===== config.mk =====
export PLATFORM = sky130hd
export DESIGN_NAME = i2c_master_bit_sequencer_top
export DESIGN_NICKNAME = d
export VERILOG_FILES = /design/src/design/i2cm_pkg.sv /design/src/design/i2cm_step.sv /design/src/design/i2c_master_bit_sequencer_top.sv
export SDC_FILE = /design/constraint.sdc
export NUM_CORES = 1
export LEC_CHECK = 0
export ABC_AREA = 0
export BUFFER_PORTS_ARGS = -buffer_cell sky130_fd_sc_hd__buf_4
export CAP_MARGIN = 20
export CORE_MARGIN = 10
export CORE_UTILIZATION = 54
export DETAILED_ROUTE_END_ITERATION = 8
export GPL_ROUTABILITY_DRIVEN = 0
export HOLD_SLACK_MARGIN = 0.12
export PLACE_DENSITY = 0.78
export SETUP_SLACK_MARGIN = 0.5
export SLEW_MARGIN = 20
export SYNTH_ARGS = -nofsm -noshare
export SYNTH_HDL_FRONTEND = slang
export SYNTH_HIERARCHICAL = 1
export SYNTH_SLANG_ARGS = --single-unit

===== constraint.sdc =====
create_clock -name clk_i -period 3.24 [get_ports clk_i]
set_input_delay 0.162 -clock clk_i [delete_from_list [all_inputs] [get_ports clk_i]]
set_output_delay 0.162 -clock clk_i [all_outputs]
set_load 0.03 [all_outputs]

===== src/design/i2cm_pkg.sv =====
// ----------------------------------------------------------------------------
// i2cm_pkg: shared types and constants of the I2C master bit sequencer
// Holds the request and result payload types, the command codes and the
// sequencer state record that passes between the datapath and the registers.
// ----------------------------------------------------------------------------
package i2cm_pkg;

  // Command codes carried in the op field of a request
  localparam logic [2:0] OP_NONE  = 3'd0;
  localparam logic [2:0] OP_START = 3'd1;
  localparam logic [2:0] OP_STOP  = 3'd2;
  localparam logic [2:0] OP_WRITE = 3'd3;
  localparam logic [2:0] OP_WAIT  = 3'd4;
  localparam logic [2:0] OP_READ  = 3'd5;

  localparam logic [7:0] ACK_TIMEOUT_RESET = 8'd200;
  localparam logic [3:0] LAST_BIT          = 4'd7;

  typedef enum logic [4:0] {
    PH_IDLE    = 5'd0,
    PH_ST_A    = 5'd1,
    PH_ST_B    = 5'd2,
    PH_SP_A    = 5'd3,
    PH_SP_B    = 5'd4,
    PH_WR      = 5'd5,
    PH_WA_SET  = 5'd6,
    PH_WA_POLL = 5'd7,
    PH_WA_LOW  = 5'd8,
    PH_WA_SP_A = 5'd9,
    PH_WA_SP_B = 5'd10,
    PH_RD      = 5'd11,
    PH_RD_AK_A = 5'd12,
    PH_RD_AK_B = 5'd13
  } phase_e;

  typedef struct packed {
    logic [2:0] op;
    logic [7:0] tx_byte;
    logic       send_ack;
    logic       sda_in;
  } req_t;

  typedef struct packed {
    logic       scl_out;
    logic       sda_out;
    logic       ready_res;
    logic       done_res;
    logic [7:0] rx_byte;
    logic       ack_failed;
  } res_t;

  typedef struct packed {
    phase_e     phase;
    logic [1:0] sub_slot;
    logic [3:0] bit_index;
    logic [7:0] shift_reg;
    logic [7:0] wait_count;
    logic       scl_level;
    logic       sda_level;
    logic       ack_choice;
    logic [7:0] read_result;
    logic       fail_flag;
  } seq_state_t;

endpackage


===== src/design/i2cm_step.sv =====
// ----------------------------------------------------------------------------
// i2cm_step: one timing slot of the line sequencer
// Combinational next-state and line-drive logic for a single slot.
// ----------------------------------------------------------------------------
module i2cm_step
  import i2cm_pkg::*;
(
  input  seq_state_t state_i,
  input  req_t       req_i,
  input  logic [7:0] ack_timeout_i,
  output seq_state_t state_o,
  output res_t       res_o
);

  seq_state_t st;
  logic       scl_o;
  logic       sda_o;
  logic       done;

  always_comb begin
    st    = state_i;
    done  = 1'b0;

    // Latch a new command only when idle; commands while busy are dropped
    if (st.phase == PH_IDLE) begin
      st.sub_slot  = 2'd0;
      st.bit_index = 4'd0;
      case (req_i.op)
        OP_START: st.phase = PH_ST_A;
        OP_STOP:  st.phase = PH_SP_A;
        OP_WRITE: begin
          st.phase     = PH_WR;
          st.shift_reg = req_i.tx_byte;
        end
        OP_WAIT: begin
          st.phase      = PH_WA_SET;
          st.wait_count = 8'd0;
        end
        OP_READ: begin
          st.phase      = PH_RD;
          st.shift_reg  = 8'd0;
          st.ack_choice = req_i.send_ack;
        end
        default: ;
      endcase
    end

    scl_o = st.scl_level;
    sda_o = st.sda_level;

    unique case (st.phase)
      PH_IDLE: ;
      PH_ST_A: begin
        scl_o    = 1'b1;
        sda_o    = 1'b1;
        st.phase = PH_ST_B;
      end
      PH_ST_B: begin
        scl_o        = 1'b1;
        sda_o        = 1'b0;
        done         = 1'b1;
        st.phase     = PH_IDLE;
        st.scl_level = 1'b0;
        st.sda_level = 1'b0;
      end
      PH_SP_A, PH_WA_SP_A: begin
        scl_o    = 1'b0;
        sda_o    = 1'b0;
        st.phase = (st.phase == PH_SP_A) ? PH_SP_B : PH_WA_SP_B;
      end
      PH_SP_B, PH_WA_SP_B: begin
        scl_o = 1'b1;
        sda_o = 1'b1;
        done  = 1'b1;
        if (st.phase == PH_WA_SP_B) begin
          st.fail_flag = 1'b1;
        end
        st.phase     = PH_IDLE;
        st.scl_level = 1'b1;
        st.sda_level = 1'b1;
      end
      PH_WR: begin
        sda_o = st.shift_reg[7];
        scl_o = (st.sub_slot == 2'd1);
        if (st.sub_slot >= 2'd2) begin
          st.sub_slot  = 2'd0;
          st.shift_reg = {st.shift_reg[6:0], 1'b0};
          if (st.bit_index >= LAST_BIT) begin
            done         = 1'b1;
            st.phase     = PH_IDLE;
            st.bit_index = 4'd0;
          end else begin
            st.bit_index = st.bit_index + 4'd1;
          end
        end else begin
          st.sub_slot = st.sub_slot + 2'd1;
        end
        st.scl_level = 1'b0;
        st.sda_level = sda_o;
      end
      PH_WA_SET: begin
        scl_o        = 1'b1;
        sda_o        = 1'b1;
        st.phase     = PH_WA_POLL;
        st.scl_level = 1'b1;
        st.sda_level = 1'b1;
      end
      PH_WA_POLL: begin
        scl_o = 1'b1;
        sda_o = 1'b1;
        priority if (!req_i.sda_in) begin
          st.phase = PH_WA_LOW;
        end else if (st.wait_count >= ack_timeout_i) begin
          st.phase = PH_WA_SP_A;
        end else begin
          st.wait_count = st.wait_count + 8'd1;
        end
      end
      PH_WA_LOW: begin
        scl_o        = 1'b0;
        sda_o        = 1'b1;
        done         = 1'b1;
        st.fail_flag = 1'b0;
        st.phase     = PH_IDLE;
        st.scl_level = 1'b0;
        st.sda_level = 1'b1;
      end
      PH_RD: begin
        sda_o = 1'b1;
        if (st.sub_slot == 2'd0) begin
          scl_o       = 1'b0;
          st.sub_slot = 2'd1;
        end else begin
          scl_o        = 1'b1;
          st.sub_slot  = 2'd0;
          st.shift_reg = {st.shift_reg[6:0], req_i.sda_in};
          if (st.bit_index >= LAST_BIT) begin
            st.bit_index = 4'd0;
            st.phase     = PH_RD_AK_A;
          end else begin
            st.bit_index = st.bit_index + 4'd1;
          end
        end
        st.scl_level = scl_o;
        st.sda_level = 1'b1;
      end
      PH_RD_AK_A: begin
        scl_o        = 1'b0;
        sda_o        = ~st.ack_choice;
        st.phase     = PH_RD_AK_B;
        st.scl_level = 1'b0;
        st.sda_level = sda_o;
      end
      PH_RD_AK_B: begin
        scl_o          = 1'b1;
        sda_o          = ~st.ack_choice;
        done           = 1'b1;
        st.read_result = st.shift_reg;
        st.phase       = PH_IDLE;
        st.scl_level   = 1'b0;
        st.sda_level   = sda_o;
      end
      default: st.phase = PH_IDLE;
    endcase
  end

  assign state_o = st;

  assign res_o.scl_out    = scl_o;
  assign res_o.sda_out    = sda_o;
  assign res_o.ready_res  = (st.phase == PH_IDLE);
  assign res_o.done_res   = done;
  assign res_o.rx_byte    = st.read_result;
  assign res_o.ack_failed = st.fail_flag;

endmodule


===== src/design/i2c_master_bit_sequencer_top.sv =====
// ----------------------------------------------------------------------------
// i2c_master_bit_sequencer_top: I2C master line sequencer, one slot per request
// Each input request is one timing slot of a bit-banged I2C master; each
// yields one result with the SCL/SDA drive levels and status.
//
// Usage:
//   - Input channel (in_valid_i / in_stall_o / in_req_i): one request per
//     slot, carrying the command (used only while idle) and sampled SDA.
//   - Output channel (out_valid_o / out_stall_i / out_res_o): one result per
//     request, in order.
//   - Config channel (cfg_valid_i / cfg_ready_o / cfg_data_i): writes the
//     ack timeout in slots; always ready. Write it only while idle.
//   - Result timing: a result appears in the cycle after its request is taken.
//   - Throughput: one request per cycle; the output register is the only
//     storage stage, and a new request is taken whenever that register is
//     empty or being drained in the same cycle.
//   - Stall: while out_stall_i holds a waiting result, in_stall_o is raised
//     and the sequencer state does not advance.
//   - Reset: idle, both lines released high, timeout back to 200 slots, no
//     result pending.
// ----------------------------------------------------------------------------
module i2c_master_bit_sequencer_top
  import i2cm_pkg::*;
(
  input  logic       clk_i,
  input  logic       rst_ni,
  input  logic       in_valid_i,
  output logic       in_stall_o,
  input  req_t       in_req_i,
  output logic       out_valid_o,
  input  logic       out_stall_i,
  output res_t       out_res_o,
  input  logic       cfg_valid_i,
  output logic       cfg_ready_o,
  input  logic [7:0] cfg_data_i
);

  seq_state_t state_q;
  seq_state_t state_d;
  res_t       res_d;
  res_t       res_q;
  logic       out_valid_q;
  logic [7:0] ack_timeout_q;
  logic       accept;

  // Hold the input back only while a finished result is stuck downstream
  assign in_stall_o  = out_valid_q & out_stall_i;
  assign accept      = in_valid_i & ~in_stall_o;
  assign cfg_ready_o = 1'b1;

  i2cm_step u_step (
    .state_i       (state_q),
    .req_i         (in_req_i),
    .ack_timeout_i (ack_timeout_q),
    .state_o       (state_d),
    .res_o         (res_d)
  );

  // Control state: sequencer record, result valid and the timeout register
  always_ff @(posedge clk_i or negedge rst_ni) begin
    if (!rst_ni) begin
      state_q       <= '{phase: PH_IDLE, sub_slot: 2'd0, bit_index: 4'd0,
                         shift_reg: 8'd0, wait_count: 8'd0, scl_level: 1'b1,
                         sda_level: 1'b1, ack_choice: 1'b0, read_result: 8'd0,
                         fail_flag: 1'b0};
      out_valid_q   <= 1'b0;
      ack_timeout_q <= ACK_TIMEOUT_RESET;
    end else begin
      if (accept) begin
        state_q     <= state_d;
        out_valid_q <= 1'b1;
      end else if (!out_stall_i) begin
        out_valid_q <= 1'b0;
      end
      if (cfg_valid_i) begin
        ack_timeout_q <= cfg_data_i;
      end
    end
  end

  // Result payload: load on accept, hold otherwise
  always_ff @(posedge clk_i) begin
    if (accept) begin
      res_q <= res_d;
    end
  end

  assign out_valid_o = out_valid_q;
  assign out_res_o   = res_q;

endmodule


==> flow_metrics.tcl, run 1 <==
set metrics [dict create \
    dieArea_sq_um 11400 \
    start_util_pct 55.9 \
    min_path_type "in2reg" \
    grt_max_degree 49 \
    drv_cap 0 \
    fin_crit_sh_pct 99.3 \
    comb_power_share_pct 44.9 \
    grt_pass1_vias 3288 \
    syn2layout_area_growth_pct 28.1 \
    routedWlPerCell_um 19.3 \
    grt-ovfl-total 0 \
    grt_pass1_wl_mm 16.3 \
    holdWs_ns 0.154 \
    critPathBufInv 0 \
    status "complete, no violations" \
    report.final.slew_viol_count 0 \
    grt_use_total_pct 17.6 \
    fmax_ghz 0.311 \
    nets 492 \
    vdd_drop_max_mv 0.348 \
    crit_type "reg2reg" \
    antennaDiodeCount 0 \
    vias 3412 \
    slowest_delay_ns 0.41 \
    cp_max_fo 8 \
    synth.distinct_cells 73 \
    multiInputGateArea_sq_um 2540 \
    cts_tree "built" \
    r2r_end "state_q[17]" \
    fillerInstances 520 \
    total_power_w 0.00305 \
    drc 0 \
    worstPathRequired_ns 3.47 \
    rr_startpoint "state_q[35]" \
    cts_htree_levels 3 \
    cts_buffers 9 \
    power_switching_w 0.00117 \
    grt_setup_unrepaired "yes" \
    worst_slew_margin_rel_pct 53.9 \
    clkPwrFrac_pct 21.0 \
    die_h_um 107 \
    viasPerCell 6.09 \
    finalClockSkew_ns 0.0116 \
    clockBufferDepth 2 \
    die_w_um 107 \
    swShare_pct 38.3 \
    regArea_sq_um 1600 \
    cp-end-kind "register" \
    post-route-min-period_ns 3.22 \
    regToRegSetupSlack_ns 0.02 \
    drt_iter0_drc 261 \
    yosys_warnings 6 \
    place_hpwl_mm 6.69 \
    min_from "cfg_valid_i" \
    syn-cell-area_sq_um 4080 \
    slowest_stage "dfrtp_1" \
    leakage_nw 2.30 \
    cpLargestDelayFamily "simple AND/OR/NAND/NOR gates" \
    internal_power_w 0.00188 \
    synth_top_cell_area_share_pct 26.4 \
    p_per_area_nw_per_um2 584 \
    yosys-top-cells-area "dfrtp_1, mux2_2, edfxtp_1" \
    ff2ff_path_depth 11 \
    cts.sinks 61 \
    cts.clk_slew.worst_paths_ns 0.08 \
    clock_latency_ns 0.35 \
    ant_nets 0 \
    syn_nets 423 \
    core_area_sq_um 7290 \
    drive_above_1_share_pct 46.2 \
    tightest_slew_ns 0.690 \
    ys_ff_latch 61 \
    setup_viol 0 \
    ioPinCount 42 \
    cts_root_buffer "clkbuf_8" \
    synth_ff_type "dfrtp_1" \
    yosysTopAreaCell "dfrtp_1" \
    wirelength_mm 10.8 \
    io_buffers 40 \
    seq_power_share_pct 34.1 \
    async_reset_ff_share_pct 78.7 \
    antenna_found_initial 0 \
    final_hold_viol_count 0 \
    critPathArrivalTime_ns 3.45 \
    syn_inst 387 \
    synth-seq-area-share_pct 39.2 \
    path_cells "nor4_4 -> nand3_4 -> and2_4 -> ha_4 -> a21o_1 -> a2111oi_4 -> o31ai_4 -> nor4b_4 -> nand4_1 -> xnor2_1 -> mux2_2" \
    min_path_cells 2 \
    hold_end "ack_timeout_q[6]" \
    first_pass_iters 6 \
    row_count 31 \
    cp-start-kind "register" \
    synth_area_per_cell_sq_um 10.5 \
    synth_edf_count 13 \
]
==> registers in the layout (all words and copies together), names as in the netlist <==
name,count
out_res_o,13
out_valid_o,1
state_q,39
ack_timeout_q,8
==> Yosys cell counts (6+ instances only) <==
library cell   n
and2_1        11
o21ai_0       21
nand3_1       11
dfrtp_1       43
a21oi_1       19
nor2_1        12
buf_4         14
mux2_2        59
edfxtp_1      13
xnor2_1        9
nand2_1       24
nor2b_1       10
buf_6          6
inv_1         15
ha_1          10
==> final cells by class <==
type,count,share of cell area (%)
Multi-Input combinational cell,281,48.6
Sequential cell,61,30.6
Timing Repair Buffer,87,13.8
Clock buffer,10,2.64
Tap cell,99,2.37
Inverter,16,1.15
Clock inverter,6,0.910
==> what timing repair did <==
action	4_1_cts	5_1_grt
buffers inserted	8	10
hold buffers	10	0
pin swaps	13	22
setup endpoints to repair	29	37
resized for setup	22	40
endpoints found under the hold margin	52	0
cloned	1	0
==> cells in the final DEF (no fill, tap or decap), types with 7 or more instances in the layout <==
cell type,instances
a21oi_1,17
and2_4,7
buf_4,71
clkbuf_8,10
dfrtp_1,43
dlygate4sd3_1,10
edfxtp_1,13
ha_1,7
inv_1,14
mux2_2,51
mux2_4,11
nand2_1,21
nand3_1,8
nor2_1,11
nor2b_1,10
o21ai_0,20
xnor2_1,8
==> layer usage <==
layer / track usage, % / routed length (um)
met1: 22.9 / 4660
met2: 28.1 / 5260
met3: 3.95 / 693
met4: 6.19 / 205
met5: 0 / 0
==> cell families (layout without fill, tap and decap cells) <==
group / count (synthesis) / in the layout / synth area share (%)
AO/OA/AOI/OAI: 92 / 92 / 16.1
XOR/XNOR: 9 / 9 / 1.93
adder cells (fa/ha/maj): 10 / 10 / 3.07
buffers and inverters: 45 / 119 / 6.66
flip-flops: 61 / 61 / 39.2
multiplexers: 65 / 65 / 17.9
other: 2 / 2 / 0.184
AND/OR/NAND/NOR: 103 / 103 / 14.9
==> how the worst max path moves through the flow <==
stage / start / to / cells past startpoint
CTS: state_q[38] / state_q[16] / 11
floorplan: state_q[37] / state_q[13] / 11
finish: state_q[35] / state_q[17] / 11
detailed placement: state_q[35] / state_q[16] / 11
global placement: state_q[35] / state_q[17] / 11
global route: state_q[35] / state_q[17] / 11
==> power groups by stage <==
| stage | logic, W | registers (W) | clock network [W] |
|---|---|---|---|
| floorplan | 0.000834 | 0.00107 | 0 |
| CTS | 0.00118 | 0.00103 | 0.000660 |
| global route | 0.00147 | 0.00106 | 0.000693 |
| detailed placement | 0.00110 | 0.00104 | 0 |
| global placement | 0.00107 | 0.00104 | 0 |
| finish | 0.00137 | 0.00104 | 0.000639 |
==> per-stage QoR <==
| step | util, % | setup TNS, ns | instance area [sq um] | instances | worst slack, ns |
|---|---|---|---|---|---|
| 3_3_place_gp | 61.3 | 0 | 4470 | 515 | 0.0874 |
| 6_report | 71.6 | 0 | 5220 | 560 | 0.0230 |
| 3_5_place_dp | 61.3 | 0 | 4470 | 515 | 0.0331 |
| 4_1_cts | 67.9 | 0 | 4950 | 550 | 0.101 |
| 5_1_grt | 71.6 | -0.443 | 5220 | 560 | -0.118 |
| 2_1_floorplan | - | -0.397 | 4130 | 387 | -0.194 |
(Power assumes the default switching activity.)
==> run 2: changes to the inputs <==
Settings changed: ABC_AREA 0 to 1.
==> run 2 against run 1 <==
Effect of this change: register-to-register slack improved by 0.59 ns; critical path depth increased by 6; hold slack got worse by 0.022 ns; routed wire length decreased by 8.5%; clock skew decreased by 0.0031 ns.
==> flow_metrics.tcl, run 2 <==
set metrics [dict create \
    status "complete, no violations" \
    async_reset_ff_share_pct 78.7 \
    cts_root_buffer "clkbuf_8" \
    min_from "cfg_valid_i" \
    dp.cells 669 \
    wirelength_mm 9.90 \
    report.final.slew_viol_count 0 \
    drive_above_1_share_pct 18.7 \
    synth_ff_type "dfrtp_1" \
    grt_pass1_vias 3538 \
    synth.distinct_cells 40 \
    synth_top_cell_area_share_pct 26.9 \
    drt_iter0_drc 282 \
    syn_nets 592 \
    cp-start-kind "register" \
    core_area_sq_um 7210 \
    fmax_ghz 0.380 \
    worstPathRequired_ns 3.47 \
    grt-ovfl-total 0 \
    nets 641 \
    setup_viol 0 \
    place_hpwl_mm 6.80 \
    cts_tree "built" \
    leakage_nw 2.58 \
    fin_cells 709 \
    post-route-min-period_ns 2.63 \
    ioPinCount 42 \
    synth_area_per_cell_sq_um 7.18 \
    cts.sinks 61 \
    routedWlPerCell_um 14.0 \
    antennaDiodeCount 0 \
    viasPerCell 5.36 \
    cp-end-kind "register" \
    drv_cap 0 \
    syn-cell-area_sq_um 3990 \
    antenna_found_initial 0 \
    grt_setup_unrepaired "no" \
    ff2ff_path_depth 17 \
    worst_slew_margin_rel_pct 57.9 \
    yosysMostFrequentCell "nand2_1" \
    cts.clk_slew.worst_paths_ns 0.07 \
    tightest_slew_ns 0.631 \
    rr_startpoint "state_q[37]" \
    final_common_cell "nand2_1" \
    yosysTopAreaCell "dfrtp_1" \
    fin_tns_setup_ns 0 \
    critPathArrivalTime_ns 2.86 \
    r2r_end "state_q[13]" \
    first_pass_iters 5 \
    hold_end "ack_timeout_q[0]" \
    synth-seq-area-share_pct 40.0 \
    syn_inst 556 \
    synth_edf_count 13 \
    start_util_pct 55.4 \
    min_path_cells 2 \
    final_hold_viol_count 0 \
    layout_common_cells "nand2_1, inv_1, nand3_1" \
    yosys_warnings 6 \
    io_buffers 40 \
    p_per_area_nw_per_um2 594 \
    min_path_type "in2reg" \
    cts_buffers 9 \
    die_w_um 106 \
    cts_htree_levels 3 \
    clockBufferDepth 2 \
    die_h_um 106 \
    vias 3798 \
    grt_pass1_wl_mm 16.5 \
    dieArea_sq_um 11200 \
    largest_register_ffs 39 \
    finalClockSkew_ns 0.00855 \
    syn2layout_area_growth_pct 17.8 \
    row_count 31 \
    regToRegSetupSlack_ns 0.61 \
    cp_max_fo 5 \
    fin_crit_sh_pct 81.1 \
    crit_type "reg2reg" \
    clock_latency_ns 0.34 \
    yosys-top-cells-area "dfrtp_1, nand2_1, edfxtp_1" \
    vdd_drop_max_mv 0.283 \
    grt_max_degree 49 \
    yosys-top-cells-count "nand2_1, inv_1, nand3_1" \
    drc 0 \
    grt_use_total_pct 17.7 \
    ant_nets 0 \
    ys_ff_latch 61 \
    largest_register "state_q" \
    fillerInstances 636 \
]
==> run 2: cell types whose count changed after synthesis, sizes merged, moves of 8 or more <==
cell | previous run | this run
a21oi | 21 | 7
and2 | 12 | 0
inv | 15 | 73
mux2 | 64 | 1
nand2 | 24 | 202
nand3 | 11 | 58
nor2 | 13 | 47
nor2b | 10 | 0
o21ai | 22 | 31
xnor2 | 9 | 1
==> run 2: power by group <==
part | internal [W] | leakage, nW | switching (W)
registers | 0.000975 | 0.759 | 0.0000939
clock network | 0.000292 | 0.0865 | 0.000303
logic | 0.000404 | 1.74 | 0.000724
total | 0.00167 | 2.58 | 0.00112
==> run 2: stage by stage <==
stage,total power (W),area (sq um),hold WS (ns),setup WS (ns),utilization [%]
3_5_place_dp,0.00214,4260,0.227,0.387,59.0
3_3_place_gp,0.00211,4260,0.231,0.609,59.0
6_report,0.00279,4700,0.132,0.612,65.2
4_1_cts,0.00276,4610,0.121,0.544,63.9
2_1_floorplan,0.00195,3990,-0.134,0.700,-
5_1_grt,0.00299,4700,0.172,0.433,65.2
==> run 2: layout make-up <==
class / instances / area (sq um) / share of cell area [%]
Clock inverter: 5 / 26.3 / 0.559
Clock buffer: 11 / 141 / 3.01
Timing Repair Buffer: 67 / 548 / 11.7
Sequential cell: 61 / 1600 / 34.0
Tap cell: 99 / 124 / 2.63
Inverter: 74 / 280 / 5.96
Multi-Input combinational cell: 392 / 1990 / 42.2
==> run 2: cell families after synthesis <==
group                    count (synthesis)  share of synthesized area, %
buffers and inverters                  103                          11.7
flip-flops                              61                          40.0
adder cells (fa/ha/maj)                 10                          3.13
AO/OA/AOI/OAI                           55                          8.43
other                                    2                         0.188
AND/OR/NAND/NOR                        318                          35.0
multiplexers                             1                         0.282
XOR/XNOR                                 6                          1.32
==> run 2: worst max path at each step <==
stage	startpoint	to	cells past startpoint
final	state_q[37]	state_q[13]	17
after global routing	state_q[37]	state_q[19]	21
after CTS	state_q[34]	state_q[19]	21
after detailed placement	state_q[34]	state_q[19]	21
after global placement	state_q[34]	state_q[19]	21
after floorplan	state_q[34]	state_q[19]	20
==> run 2: critical path: stages, from the launching register on <==
cell and delay [ns]:
dfrtp_1 0.41, nor2_2 0.17, nand2_2 0.09, nor2_4 0.16, nand2_4 0.09, nand2_2 0.08
inv_1 0.06, ha_1 0.29, a21oi_1 0.15, nand2_1 0.07, nand2_1 0.07, nand2_2 0.08
nor2_4 0.17, buf_4 0.15, nand2_2 0.07, mux2_2 0.28, nand3_1 0.08, nand2_1 0.06
==> run 2: layer usage <==
layer,global-route usage (%),share of wire (%)
met1,22.7,44
met2,28.9,49
met3,3.26,5.5
met4,6.96,1.6
met5,0,0
==> run 2: repair_timing <==
action                                  in CTS  in global routing
setup buffers                                0                  6
pin swaps                                    0                 10
gates resized for setup                      2                 13
hold endpoints to repair                    51                  0
hold buffers                                18                  0
endpoints found under the setup margin       7                 11
